## src/sv/hdf_pkg.sv

```systemverilog
// shared types, constants and the crc step of the hdlc deframer
package hdf_pkg;

   localparam int MAX_RAW_BITS = 16384;
   localparam int QUEUE_DEPTH  = 4;
   localparam int QUEUE_AW     = $clog2(QUEUE_DEPTH);

   localparam logic [7:0]  FLAG_BYTE     = 8'h7E;
   localparam logic [7:0]  MIN_BYTES_RST = 8'd18;
   localparam logic [15:0] CRC_POLY      = 16'h8408;
   localparam logic [15:0] CRC_INIT      = 16'hFFFF;
   localparam logic [15:0] CRC_XOROUT    = 16'hFFFF;
   localparam logic [11:0] TOTAL_MAX     = 12'd4095;

   localparam logic [2:0] ST_GOOD    = 3'd0;
   localparam logic [2:0] ST_FCS     = 3'd1;
   localparam logic [2:0] ST_SHORT   = 3'd2;
   localparam logic [2:0] ST_RUN     = 3'd3;
   localparam logic [2:0] ST_PARTIAL = 3'd4;

   // one entry of the queue between front and back
   typedef struct packed {
      logic        byte_vld;
      logic [7:0]  data;
      logic [1:0]  held_cnt;
      logic        flag;
      logic        frame_end;
      logic [2:0]  pre_status;
      logic [11:0] length;
   } event_type;

   function automatic logic [15:0] crc16_byte(input logic [15:0] crc, input logic [7:0] b);
      logic [15:0] c;
      c = crc ^ {8'h00, b};
      for (int k = 0; k < 8; k++) begin
         if (c[0]) begin
            c = (c >> 1) ^ CRC_POLY;
         end else begin
            c = c >> 1;
         end
      end
      return c;
   endfunction

endpackage

```

## src/sv/hdf_front.sv

```systemverilog
// front end: nrzi decode, flag hunt, destuffing and byte packing
module hdf_front (
   input  logic                  clock,
   input  logic                  reset,
   input  logic                  csr_wr_en,
   input  logic [7:0]            csr_wr_data,
   input  logic                  accept,
   input  logic                  tone,
   output logic                  ev_vld,
   output hdf_pkg::event_type    ev
);
   import hdf_pkg::*;

   logic [7:0]  min_bytes_ff, min_bytes_in;
   logic        have_ff, have_in;
   logic        prev_ff, prev_in;
   logic [7:0]  win_ff, win_in;
   logic        in_frame_ff, in_frame_in;
   logic [14:0] rc_ff, rc_in;
   logic [2:0]  ones_ff, ones_in;
   logic        bad_ff, bad_in;
   logic [2:0]  pos_ff, pos_in;
   logic [7:0]  asm_ff, asm_in;
   logic [11:0] total_ff, total_in;
   logic        bit_v, outgoing, take;
   logic [7:0]  asm_tmp;

   always_comb begin
      min_bytes_in = csr_wr_en ? csr_wr_data : min_bytes_ff;
      have_in      = have_ff;
      prev_in      = prev_ff;
      win_in       = win_ff;
      in_frame_in  = in_frame_ff;
      rc_in        = rc_ff;
      ones_in      = ones_ff;
      bad_in       = bad_ff;
      pos_in       = pos_ff;
      asm_in       = asm_ff;
      total_in     = total_ff;
      bit_v        = 1'b0;
      outgoing     = 1'b0;
      take         = 1'b0;
      asm_tmp      = asm_ff;
      ev           = '0;
      if (accept) begin
         if (!have_ff) begin
            have_in = 1'b1;
            prev_in = tone;
         end else begin
            bit_v    = (tone == prev_ff);
            prev_in  = tone;
            outgoing = win_ff[0];
            win_in   = {bit_v, win_ff[7:1]};
            if (in_frame_ff) begin
               rc_in = rc_ff + 15'd1;
               if (rc_in > 15'(MAX_RAW_BITS)) begin
                  in_frame_in = 1'b0;
                  rc_in       = '0;
               end else if (rc_in > 15'd8 && !bad_ff) begin
                  if (outgoing) begin
                     ones_in = ones_ff + 3'd1;
                     if (ones_in == 3'd7 || ones_in == 3'd0) begin
                        bad_in = 1'b1;
                     end else begin
                        take = 1'b1;
                     end
                  end else begin
                     ones_in = 3'd0;
                     take    = (ones_ff != 3'd5);
                  end
                  if (take) begin
                     asm_tmp[pos_ff] = outgoing;
                     if (pos_ff == 3'd7) begin
                        ev.byte_vld = 1'b1;
                        ev.data     = asm_tmp;
                        ev.held_cnt = (total_ff < 12'd2) ? total_ff[1:0] : 2'd2;
                        total_in    = (total_ff == TOTAL_MAX) ? total_ff : total_ff + 12'd1;
                        asm_in      = '0;
                        pos_in      = '0;
                     end else begin
                        asm_in = asm_tmp;
                        pos_in = pos_ff + 3'd1;
                     end
                  end
               end
            end
            if (win_in == FLAG_BYTE) begin
               ev.flag = 1'b1;
               if (in_frame_in && rc_in > 15'd8) begin
                  ev.frame_end = 1'b1;
                  ev.length    = total_in;
                  if (bad_in) begin
                     ev.pre_status = ST_RUN;
                  end else if (pos_in != 3'd0) begin
                     ev.pre_status = ST_PARTIAL;
                  end else if (total_in < {4'd0, min_bytes_ff} || total_in < 12'd2) begin
                     ev.pre_status = ST_SHORT;
                  end else begin
                     ev.pre_status = ST_GOOD;
                  end
               end
               in_frame_in = 1'b1;
               rc_in       = '0;
               ones_in     = '0;
               bad_in      = 1'b0;
               pos_in      = '0;
               asm_in      = '0;
               total_in    = '0;
            end
         end
      end
   end

   assign ev_vld = ev.byte_vld | ev.flag;

   always_ff @(posedge clock) begin
      if (reset) begin
         min_bytes_ff <= MIN_BYTES_RST;
         have_ff      <= 1'b0;
         prev_ff      <= 1'b0;
         win_ff       <= '0;
         in_frame_ff  <= 1'b0;
         rc_ff        <= '0;
         ones_ff      <= '0;
         bad_ff       <= 1'b0;
         pos_ff       <= '0;
         asm_ff       <= '0;
         total_ff     <= '0;
      end else begin
         min_bytes_ff <= min_bytes_in;
         have_ff      <= have_in;
         prev_ff      <= prev_in;
         win_ff       <= win_in;
         in_frame_ff  <= in_frame_in;
         rc_ff        <= rc_in;
         ones_ff      <= ones_in;
         bad_ff       <= bad_in;
         pos_ff       <= pos_in;
         asm_ff       <= asm_in;
         total_ff     <= total_in;
      end
   end

endmodule

```

## src/sv/hdf_queue.sv

```systemverilog
// short event queue between front and back
module hdf_queue (
   input  logic                  clock,
   input  logic                  reset,
   input  logic                  push,
   input  hdf_pkg::event_type    push_ev,
   output logic                  full,
   output logic                  head_vld,
   output hdf_pkg::event_type    head_ev,
   input  logic                  pop
);
   import hdf_pkg::*;

   event_type               mem_ff [QUEUE_DEPTH];
   logic [QUEUE_AW-1:0]     wr_ptr_ff, wr_ptr_in;
   logic [QUEUE_AW-1:0]     rd_ptr_ff, rd_ptr_in;
   logic [QUEUE_AW:0]       count_ff, count_in;
   logic                    do_push, do_pop;

   assign full     = (count_ff == (QUEUE_AW+1)'(QUEUE_DEPTH));
   assign head_vld = (count_ff != '0);
   assign head_ev  = mem_ff[rd_ptr_ff];
   assign do_push  = push && !full;
   assign do_pop   = pop && head_vld;

   always_comb begin
      wr_ptr_in = do_push ? wr_ptr_ff + 1'b1 : wr_ptr_ff;
      rd_ptr_in = do_pop ? rd_ptr_ff + 1'b1 : rd_ptr_ff;
      count_in  = count_ff;
      if (do_push && !do_pop) begin
         count_in = count_ff + 1'b1;
      end else if (do_pop && !do_push) begin
         count_in = count_ff - 1'b1;
      end
   end

   always_ff @(posedge clock) begin
      if (do_push) begin
         mem_ff[wr_ptr_ff] <= push_ev;
      end
   end

   always_ff @(posedge clock) begin
      if (reset) begin
         wr_ptr_ff <= '0;
         rd_ptr_ff <= '0;
         count_ff  <= '0;
      end else begin
         wr_ptr_ff <= wr_ptr_in;
         rd_ptr_ff <= rd_ptr_in;
         count_ff  <= count_in;
      end
   end

   a_no_overfill: assert property (@(posedge clock) disable iff (reset)
      count_ff <= (QUEUE_AW+1)'(QUEUE_DEPTH))
      else $error("event queue over its depth");

endmodule

```

## src/sv/hdf_back.sv

```systemverilog
// back end: two-byte hold, crc-16 check and result register
module hdf_back (
   input  logic                  clock,
   input  logic                  reset,
   input  logic                  head_vld,
   input  hdf_pkg::event_type    head_ev,
   output logic                  pop,
   output logic                  rsp_valid,
   input  logic                  rsp_ready,
   output logic [7:0]            rsp_data_byte,
   output logic                  rsp_byte_valid,
   output logic                  rsp_frame_end,
   output logic [2:0]            rsp_frame_status,
   output logic [11:0]           rsp_frame_length
);
   import hdf_pkg::*;

   logic [7:0]  held0_ff, held0_in;
   logic [7:0]  held1_ff, held1_in;
   logic [15:0] crc_ff, crc_in;
   logic        emit;
   logic [2:0]  status;
   logic        res_vld;
   logic        valid_ff, valid_in;
   logic [7:0]  data_ff;
   logic        bvld_ff;
   logic        end_ff;
   logic [2:0]  status_ff;
   logic [11:0] length_ff;

   assign pop  = head_vld && (!valid_ff || rsp_ready);
   assign emit = head_ev.byte_vld && (head_ev.held_cnt == 2'd2);

   always_comb begin
      held0_in = held0_ff;
      held1_in = held1_ff;
      crc_in   = crc_ff;
      status   = ST_GOOD;
      if (head_ev.byte_vld) begin
         if (emit) begin
            crc_in   = crc16_byte(crc_ff, held0_ff);
            held0_in = held1_ff;
            held1_in = head_ev.data;
         end else if (head_ev.held_cnt == 2'd0) begin
            held0_in = head_ev.data;
         end else begin
            held1_in = head_ev.data;
         end
      end
      if (head_ev.frame_end) begin
         if (head_ev.pre_status != ST_GOOD) begin
            status = head_ev.pre_status;
         end else if ((crc_in ^ CRC_XOROUT) != {held1_in, held0_in}) begin
            status = ST_FCS;
         end
      end
      if (head_ev.flag) begin
         held0_in = '0;
         held1_in = '0;
         crc_in   = CRC_INIT;
      end
   end

   assign res_vld  = emit || head_ev.frame_end;
   assign valid_in = pop ? res_vld : (valid_ff && !rsp_ready);

   always_ff @(posedge clock) begin
      if (reset) begin
         held0_ff <= '0;
         held1_ff <= '0;
         crc_ff   <= CRC_INIT;
         valid_ff <= 1'b0;
      end else begin
         valid_ff <= valid_in;
         if (pop) begin
            held0_ff <= held0_in;
            held1_ff <= held1_in;
            crc_ff   <= crc_in;
         end
      end
   end

   always_ff @(posedge clock) begin
      if (pop && res_vld) begin
         data_ff   <= emit ? held0_ff : 8'd0;
         bvld_ff   <= emit;
         end_ff    <= head_ev.frame_end;
         status_ff <= head_ev.frame_end ? status : ST_GOOD;
         length_ff <= head_ev.frame_end ? head_ev.length : 12'd0;
      end
   end

   assign rsp_valid        = valid_ff;
   assign rsp_data_byte    = data_ff;
   assign rsp_byte_valid   = bvld_ff;
   assign rsp_frame_end    = end_ff;
   assign rsp_frame_status = status_ff;
   assign rsp_frame_length = length_ff;

   a_beat_has_content: assert property (@(posedge clock) disable iff (reset)
      valid_ff |-> (bvld_ff || end_ff))
      else $error("result beat carries neither byte nor frame end");

   a_status_only_at_end: assert property (@(posedge clock) disable iff (reset)
      (valid_ff && !end_ff) |-> (status_ff == ST_GOOD && length_ff == 12'd0))
      else $error("status or length outside frame end");

   a_flag_restarts_crc: assert property (@(posedge clock) disable iff (reset)
      (pop && head_ev.flag) |=> (crc_ff == CRC_INIT && held0_ff == 8'd0 && held1_ff == 8'd0))
      else $error("flag did not restart the crc and hold");

endmodule

```

## src/sv/nrzi_hdlc_deframer_fcs_check.sv

```systemverilog
// top level of the nrzi hdlc deframer with crc-16 frame check
// Takes one demodulated tone per req beat and accepts a beat every cycle while the
// four-entry event queue between the front end and the crc back end has room; the
// front end does nrzi decoding, flag hunting, destuffing and byte packing as each
// tone is accepted, the back end retires one queued event per cycle into a result
// register while it is empty or rsp_ready is high, so a result passes through a
// queue entry and then the result register. Frame bytes come out with the two fcs
// bytes withheld; a closing flag gives a frame_end beat with status and destuffed
// length. min_frame_bytes is written through csr_wr_en/csr_wr_data, resets to 18.
module nrzi_hdlc_deframer_fcs_check (
   input  logic        clock,
   input  logic        reset,
   input  logic        csr_wr_en,
   input  logic [7:0]  csr_wr_data,
   input  logic        req_valid,
   output logic        req_ready,
   input  logic        req_tone,
   output logic        rsp_valid,
   input  logic        rsp_ready,
   output logic [7:0]  rsp_data_byte,
   output logic        rsp_byte_valid,
   output logic        rsp_frame_end,
   output logic [2:0]  rsp_frame_status,
   output logic [11:0] rsp_frame_length
);
   import hdf_pkg::*;

   logic      accept;
   logic      ev_vld;
   event_type ev;
   logic      full;
   logic      head_vld;
   event_type head_ev;
   logic      pop;

   assign req_ready = !full;
   assign accept    = req_valid && req_ready;

   hdf_front u_front (
      .clock       (clock),
      .reset       (reset),
      .csr_wr_en   (csr_wr_en),
      .csr_wr_data (csr_wr_data),
      .accept      (accept),
      .tone        (req_tone),
      .ev_vld      (ev_vld),
      .ev          (ev)
   );

   hdf_queue u_queue (
      .clock    (clock),
      .reset    (reset),
      .push     (ev_vld),
      .push_ev  (ev),
      .full     (full),
      .head_vld (head_vld),
      .head_ev  (head_ev),
      .pop      (pop)
   );

   hdf_back u_back (
      .clock            (clock),
      .reset            (reset),
      .head_vld         (head_vld),
      .head_ev          (head_ev),
      .pop              (pop),
      .rsp_valid        (rsp_valid),
      .rsp_ready        (rsp_ready),
      .rsp_data_byte    (rsp_data_byte),
      .rsp_byte_valid   (rsp_byte_valid),
      .rsp_frame_end    (rsp_frame_end),
      .rsp_frame_status (rsp_frame_status),
      .rsp_frame_length (rsp_frame_length)
   );

endmodule

```

## config.mk

```make
export PLATFORM = sky130hd
export DESIGN_NAME = nrzi_hdlc_deframer_fcs_check
export DESIGN_NICKNAME = d
export VERILOG_FILES = /design/src/sv/hdf_pkg.sv /design/src/sv/hdf_front.sv /design/src/sv/hdf_queue.sv /design/src/sv/hdf_back.sv /design/src/sv/nrzi_hdlc_deframer_fcs_check.sv
export SDC_FILE = /design/constraint.sdc
export NUM_CORES = 1
export LEC_CHECK = 0
export BUFFER_PORTS_ARGS = -buffer_cell sky130_fd_sc_hd__buf_2
export CELL_PAD_IN_SITES_DETAIL_PLACEMENT = 0
export CELL_PAD_IN_SITES_GLOBAL_PLACEMENT = 2
export CORE_MARGIN = 1
export CORE_UTILIZATION = 38
export CTS_BUF_LIST = sky130_fd_sc_hd__clkbuf_16
export DETAILED_ROUTE_END_ITERATION = 8
export PLACE_DENSITY = 0.83
export SLEW_MARGIN = 20
export SYNTH_ARGS = -nofsm -noshare
export SYNTH_HDL_FRONTEND = slang
export SYNTH_SLANG_ARGS = --single-unit
```

## constraint.sdc

```tcl
create_clock -name clock -period 4.4 [get_ports clock]
set_input_delay 0.88 -clock clock [delete_from_list [all_inputs] [get_ports clock]]
set_output_delay 0.88 -clock clock [all_outputs]
set_load 0.005 [all_outputs]
```

==> results of run 1 <==
cells in the mapped netlist (all sizes together) (6+ instances only):
library cell / instances
a21oi: 55
a22oi: 39
a31oi: 6
and3: 21
buf: 17
clkbuf: 46
dfxtp: 103
edfxtp: 137
ha: 20
inv: 29
mux2i: 43
mux4: 27
nand2: 97
nand3: 23
nand4: 10
nor2: 119
nor2b: 25
nor3: 17
nor4: 15
o211ai: 8
o21ai: 52
o22ai: 15
or3: 11
xnor2: 42
xor2: 18
power by group through the flow:
| stage | clock network [mW] | logic, mW | registers, mW |
|---|---|---|---|
| CTS | 2.44 | 0.0638 | 2.36 |
| global placement | 0 | 0.0641 | 2.41 |
| detailed placement | 0 | 0.0634 | 2.41 |
| global route | 2.52 | 0.0693 | 2.36 |
| finish | 2.38 | 0.0626 | 2.36 |
| floorplan | 0 | 0.0415 | 2.40 |
cells by family (layout without fill, tap and decap cells):
family | Yosys count | after routing | share of synthesized area (%)
AOI/OAI and AO/OA | 205 | 205 | 11.2
xor gates and xnor gates | 60 | 60 | 4.58
adders and majority gates | 21 | 21 | 2.32
buffers and inverters | 93 | 149 | 3.49
DFF | 240 | 240 | 53.1
muxes | 73 | 73 | 9.29
and+or+nand+nor | 372 | 372 | 16.0
sequential cells by signal, indices dropped and copies added (netlist names), 12 cells and up, named ones only:
name,cells
u_queue.mem_ff,112
u_back.crc_ff,16
u_front.rc_ff,15
u_back.rsp_frame_length,12
u_front.total_ff,12
critical path: cells and delay by family, from the launching register on:
kind                     cells  cell delay, ns
AO/OA/AOI/OAI                9            1.86
flip-flops                   1            0.31
adder cells (fa/ha/maj)      2            0.57
AND/OR/NAND/NOR              6            0.98
routing by layer:
metal | global-route usage, % | up-vias | routed length [um]
li1 | - | 3985 | -
met4 | 4.42 | 0 | 536
met2 | 29.1 | 104 | 12600
met1 | 23.5 | 3896 | 12600
met5 | 0 | - | 0
met3 | 2.30 | 35 | 816
layout make-up:
type | count | area (sq um) | share of cell area, %
Clock inverter | 23 | 274 | 2.07
Timing Repair Buffer | 69 | 418 | 3.16
Inverter | 30 | 113 | 0.853
Clock buffer | 27 | 676 | 5.12
Sequential cell | 240 | 6180 | 46.8
Multi-Input combinational cell | 731 | 5060 | 38.3
Tap cell | 390 | 488 | 3.69
path summary, 6_finish.rpt:
check                                       from  depth (start not counted)                    end  slack (ns)
worst max-delay path            u_front.rc_ff[0]                         17  u_queue.mem_ff[1][13]        0.42
worst min-delay path             u_front.prev_ff                          2        u_front.prev_ff        0.47
worst max register to register  u_front.rc_ff[0]                         17  u_queue.mem_ff[1][13]        0.42
worst min register to register   u_front.prev_ff                          2        u_front.prev_ff        0.47
through the flow:
stage | util, % | total power [mW] | cells
final | 44.2 | 4.80 | 1510
after global routing | 44.2 | 4.95 | 1510
after detailed placement | 41.0 | 2.47 | 1460
after CTS | 44.2 | 4.86 | 1510
after global placement | 41.0 | 2.47 | 1460
after floorplan | - | 2.44 | 1064
cell usage in the layout (no fill, tap or decap), types with 6 or more instances in the layout:
cell type and n:
nand2_1 97, nor2_1 118, or3_1 11, nor3_1 16, nor4_1 13, nor2b_1 21, buf_2 40, xnor2_1 42
ha_1 20, buf_4 29, mux4_2 27, o211ai_1 8, xor2_1 17, o21ai_1 7, nand4_1 9, a31oi_1 6
o22ai_1 15, a21oi_1 54, and3_1 20, nand3_1 22, edfxtp_1 137, mux2i_1 43, dfxtp_1 101, a22oi_1 39
o21ai_0 45, clkbuf_16 27, inv_1 28
==> results.sh, run 1 <==
export IMPL_fill_cells=2788
export IMPL_status="completed"
export IMPL_synth_edf_count=137
export IMPL_period_share_pct=90.5
export IMPL_post_cts_buffers=0
export IMPL_tightest_slew_ns=0.995
export IMPL_power_frac_comb_pct=1.3
export IMPL_ys_ff_latch=240
export IMPL_fmax_ghz=0.251
export IMPL_crit_path_start_kind="register"
export IMPL_clk_latency_ns=0.55
export IMPL_synth_area_sq_um=11600
export IMPL_synthFlopType="edfxtp_1"
export IMPL_p_int_mw=3.80
export IMPL_yosys_cell_types_count=76
export IMPL_final_setup_skew_ns=0.0185
export IMPL_grt_pass1_vias=7975
export IMPL_layout_min_cycle_time_ns=3.98
export IMPL_fin_area_sq_um=13200
export IMPL_synth_area_leaders="edfxtp_1 (35%), dfxtp_1 (18%), mux4_2 (5.2%)"
export IMPL_slew_headroom_pct=33.7
export IMPL_post_cts_resized=0
export IMPL_antenna_left=0
export IMPL_drive_above_1_share_pct=15.5
export IMPL_cts_num_sinks=240
export IMPL_drt_total_wl_um=26500
export IMPL_placed_area_sq_um=12300
export IMPL_vias_per_cell=5.31
export IMPL_postSynthCellCount=1064
export IMPL_wire_per_inst_um=17.5
export IMPL_syn_avg_cell_area_sq_um=10.9
export IMPL_core_sq_um=29900
export IMPL_die_area_sq_um=31300
export IMPL_end_kind="register"
export IMPL_clkPwrFrac_pct=49.6
export IMPL_nets=1134
export IMPL_sw_frac_of_total_pct=20.8
export IMPL_cp_slowest_cell="a21oi_1"
export IMPL_rsz0062_at_grt="no"
export IMPL_cts_tree="done"
export IMPL_switching_power_mw=0.998
export IMPL_cts_root_buf="clkbuf_16"
export IMPL_initial_core_util_pct=38.9
export IMPL_cap_violations=0
export IMPL_crit_required_ns=4.66
export IMPL_p_seq_share_pct=49.1
export IMPL_area_growth_syn_to_layout_pct=13.6
export IMPL_hold_ws_ns=0.473
export IMPL_slowest_delay_ns=0.32
export IMPL_overflow=0
export IMPL_hold_class="reg -> reg"
export IMPL_clkTransAtPathRegs_ns=0.06
export IMPL_setup_viol=0
export IMPL_path_cells="ha_1 > and4_1 > a211o_1 > a22oi_1 > o2111ai_2 > and2_4 > nor2_1 > a21oi_1 > a21oi_1 > ha_1 > nor2_1 > nand2_1 > nand3_1 > a31oi_1 > o22ai_1 > o211ai_1 > a21oi_2"
export IMPL_hold_viol=0
export IMPL_grt_usage_pct=17.4
export IMPL_yosys_warnings=0
export IMPL_tns_ns=0
export IMPL_cts_max_path_buffers=3
export IMPL_synth_top_area_share_pct=35.4
export IMPL_first_pass_iters=5
export IMPL_antenna_found_initial=0
export IMPL_die_w_um=177
export IMPL_power_density_nw_per_um2=363
export IMPL_cp_data_arrival_time_ns=4.24
export IMPL_num_antenna_cells=0
export IMPL_synth_fp_nets=1099
export IMPL_dp_hpwl_um=17800
export IMPL_p_leak_nw=4.21
export IMPL_finalWeightedCongestion=0.828
export IMPL_dr_first_iter_drc_count=527
export IMPL_grt_max_degree=84
export IMPL_seq_area_frac_synth_pct=53.1
export IMPL_layout_setup_ws_ns=0.420
export IMPL_die_h_um=177
export IMPL_port_buffers=40
export IMPL_rows=63
export IMPL_vias=8020
export IMPL_drc_errors=0
export IMPL_critPathMaxFanout=11
export IMPL_boundaryPins=41
export IMPL_vdd_drop_max_uv=272
export IMPL_cts_buffers=27
export IMPL_cts_htree_levels=1
export IMPL_report_final_slew_viol_count=0
export IMPL_cts_hold_repair_buffers=0
export IMPL_grt_pass1_wl_um=43100
export IMPL_synthArstFlopShare_pct=0
export IMPL_critical_path_class="reg -> reg"
export IMPL_dp_slack_ns=0.295
export IMPL_yosysTopAreaCell="edfxtp_1"
Power figures use the tool's default switching activity.
==> inputs of run 2 (changes only) <==
--- a/config.mk
+++ b/config.mk
@@ -9,10 +9,12 @@
 export CELL_PAD_IN_SITES_DETAIL_PLACEMENT = 0
 export CELL_PAD_IN_SITES_GLOBAL_PLACEMENT = 2
 export CORE_MARGIN = 1
-export CORE_UTILIZATION = 38
+export CORE_UTILIZATION = 40
 export CTS_BUF_LIST = sky130_fd_sc_hd__clkbuf_16
 export DETAILED_ROUTE_END_ITERATION = 8
+export GPL_ROUTABILITY_DRIVEN = 0
 export PLACE_DENSITY = 0.83
+export REMOVE_ABC_BUFFERS = 1
 export SLEW_MARGIN = 20
 export SYNTH_ARGS = -nofsm -noshare
 export SYNTH_HDL_FRONTEND = slang
==> constraint.sdc (replaced) <==
create_clock -name clock -period 3.7 [get_ports clock]
set_input_delay 0.74 -clock clock [delete_from_list [all_inputs] [get_ports clock]]
set_output_delay 0.74 -clock clock [all_outputs]
set_load 0.005 [all_outputs]
==> run 2 against run 1 <==
The run now ends with negative setup slack left. First-iteration DRC count decreased by 4.9%. Maximum frequency increased by 6.5%. Clock skew decreased by 0.0031 ns. Largest power group unchanged. Final area increased by 5.2%. Global-route usage increased by 1.2 points. Cell count increased by 4.0%. Critical path type unchanged. Combinational power increased by 26%. Worst setup slack got worse by 0.46 ns. Via count increased by 3.2%.
==> results.sh, run 2 (synthesis results as in run 1) <==
export IMPL_cp_top_family="simple AND/OR/NAND/NOR gates"
export IMPL_cp_slowest_cell="or4b_1"
export IMPL_fill_cells=2630
export IMPL_drt_total_wl_um=26700
export IMPL_vias_per_cell=5.27
export IMPL_cts_num_sinks=240
export IMPL_initial_core_util_pct=40.6
export IMPL_power_density_nw_per_um2=411
export IMPL_grt_max_degree=84
export IMPL_clk_latency_ns=0.53
export IMPL_die_w_um=172
export IMPL_final_cells=1570
export IMPL_use_met3_pct=2.47
export IMPL_cap_violations=0
export IMPL_hold_class="in -> reg"
export IMPL_area_growth_syn_to_layout_pct=19.5
export IMPL_wire_per_inst_um=17.0
export IMPL_grtUsageMet2_pct=31.4
export IMPL_grt_usage_pct=18.6
export IMPL_p_seq_share_pct=49.1
export IMPL_slew_headroom_pct=33.2
export IMPL_rows=62
export IMPL_power_frac_comb_pct=1.4
export IMPL_layout_setup_ws_ns=-0.0378
export IMPL_final_setup_skew_ns=0.0154
export IMPL_vdd_drop_max_uv=283
export IMPL_switching_power_mw=1.14
export IMPL_core_sq_um=28600
export IMPL_drive_above_1_share_pct=22.7
export IMPL_tightest_slew_ns=1.00
export IMPL_cts_htree_levels=1
export IMPL_num_antenna_cells=0
export IMPL_dp_hpwl_um=18400
export IMPL_critPathBufInv=2
export IMPL_grtUsageMet1_pct=25.0
export IMPL_path_cells="ha_4 > and3_4 > or4_4 > a211oi_4 > o2111ai_4 > buf_6 > and2_4 > buf_4 > or4b_1 > mux2_4 > nor4b_2 > o211ai_1 > a21oi_2"
export IMPL_antenna_found_initial=0
export IMPL_layout_min_cycle_time_ns=3.74
export IMPL_cts_root_buf="clkbuf_16"
export IMPL_rsz0062_at_grt="yes"
export IMPL_critical_path_class="reg -> reg"
export IMPL_setup_viol=4
export IMPL_cts_max_path_buffers=3
export IMPL_regMostFlops="u_queue.mem_ff"
export IMPL_mostFrequentLayoutCells="edfxtp_1 (137), nor2_1 (116), dfxtp_1 (98)"
export IMPL_drc_errors=0
export IMPL_grt_pass1_wl_um=43200
export IMPL_clkPwrFrac_pct=49.6
export IMPL_end_kind="register"
export IMPL_cts_tree="done"
export IMPL_critPathMaxFanout=10
export IMPL_tns_ns=-0.151
export IMPL_hold_viol=0
export IMPL_clkTransAtPathRegs_ns=0.06
export IMPL_cp_data_arrival_time_ns=4.10
export IMPL_die_h_um=172
export IMPL_fmax_ghz=0.268
export IMPL_slowest_delay_ns=0.56
export IMPL_cts_buffers=27
export IMPL_dp_cells=1514
export IMPL_port_buffers=40
export IMPL_report_final_slew_viol_count=0
export IMPL_top_regs="u_queue.mem_ff: 112 flops, u_back.crc_ff: 16 flops, u_front.rc_ff: 15 flops"
export IMPL_dp_slack_ns=-0.221
export IMPL_status="finished with violations"
export IMPL_p_leak_nw=4.59
export IMPL_crit_required_ns=4.06
export IMPL_grt_busiest_layer="met2"
export IMPL_die_area_sq_um=29800
export IMPL_overflow=0
export IMPL_sw_frac_of_total_pct=19.9
export IMPL_layout_commonest_cell="edfxtp_1"
export IMPL_p_total_mw=5.71
export IMPL_first_pass_iters=5
export IMPL_dr_first_iter_drc_count=501
export IMPL_crit_path_start_kind="register"
export IMPL_period_share_pct=101
export IMPL_boundaryPins=41
export IMPL_violations="negative setup slack"
export IMPL_largest_register_ffs=112
export IMPL_grt_pass1_vias=8064
export IMPL_antenna_left=0
export IMPL_hold_ws_ns=0.427
export IMPL_p_int_mw=4.57
export IMPL_nets=1201
export IMPL_vias=8276
## run 2: worst paths after layout
kind                                  startpoint                       to  slack, ns  cells past startpoint
worst min-delay path              csr_wr_data[1]  u_front.min_bytes_ff[1]       0.43                      3
worst max-delay path            u_front.rc_ff[1]    u_queue.mem_ff[3][13]      -0.04                     13
worst max register to register  u_front.rc_ff[1]    u_queue.mem_ff[3][13]      -0.04                     13
worst min register to register   u_front.prev_ff          u_front.prev_ff       0.47                      2
## run 2: area by class of cell
type                            count  area [sq um]  area share [%]
Tap cell                          384           480            3.46
Timing Repair Buffer              136           932            6.71
Clock inverter                     22           270            1.94
Sequential cell                   240          6180            44.5
Clock buffer                       27           676            4.86
Inverter                           30           115           0.828
Multi-Input combinational cell    731          5240            37.7
## run 2: power groups by stage
| stage | Combinational (mW) | Sequential (mW) | Clock, mW |
|---|---|---|---|
| 4_1_cts | 0.0790 | 2.80 | 2.90 |
| 2_1_floorplan | 0.0331 | 2.86 | 0 |
| 3_5_place_dp | 0.0783 | 2.86 | 0 |
| 5_1_grt | 0.0876 | 2.80 | 3.01 |
| 6_report | 0.0787 | 2.80 | 2.83 |
| 3_3_place_gp | 0.0789 | 2.86 | 0 |
## run 2: metal layers
layer / share of wire (%) / wire length, um
met4: 2.1 / 564
met2: 47 / 12500
met3: 3.3 / 887
met5: 0 / 0
met1: 48 / 12700
## run 2: per-stage QoR
stage	instance area [sq um]	utilization [%]
floorplan	11300	-
global placement	12700	44.3
detailed placement	12700	44.3
CTS	13700	47.8
global route	13900	48.6
finish	13900	48.6
## run 2: tightest hold or removal path, stage by stage
cell and delay [ns]:
buf_2 0.08, nand2_1 0.04, o211ai_1 0.06
## run 2: what timing repair did
action / CTS / global route
pin swaps: 2 / 21
setup buffers: 1 / 6
endpoints found under the setup margin: 5 / 51
hold buffers: 0 / 0
resized for setup: 11 / 38
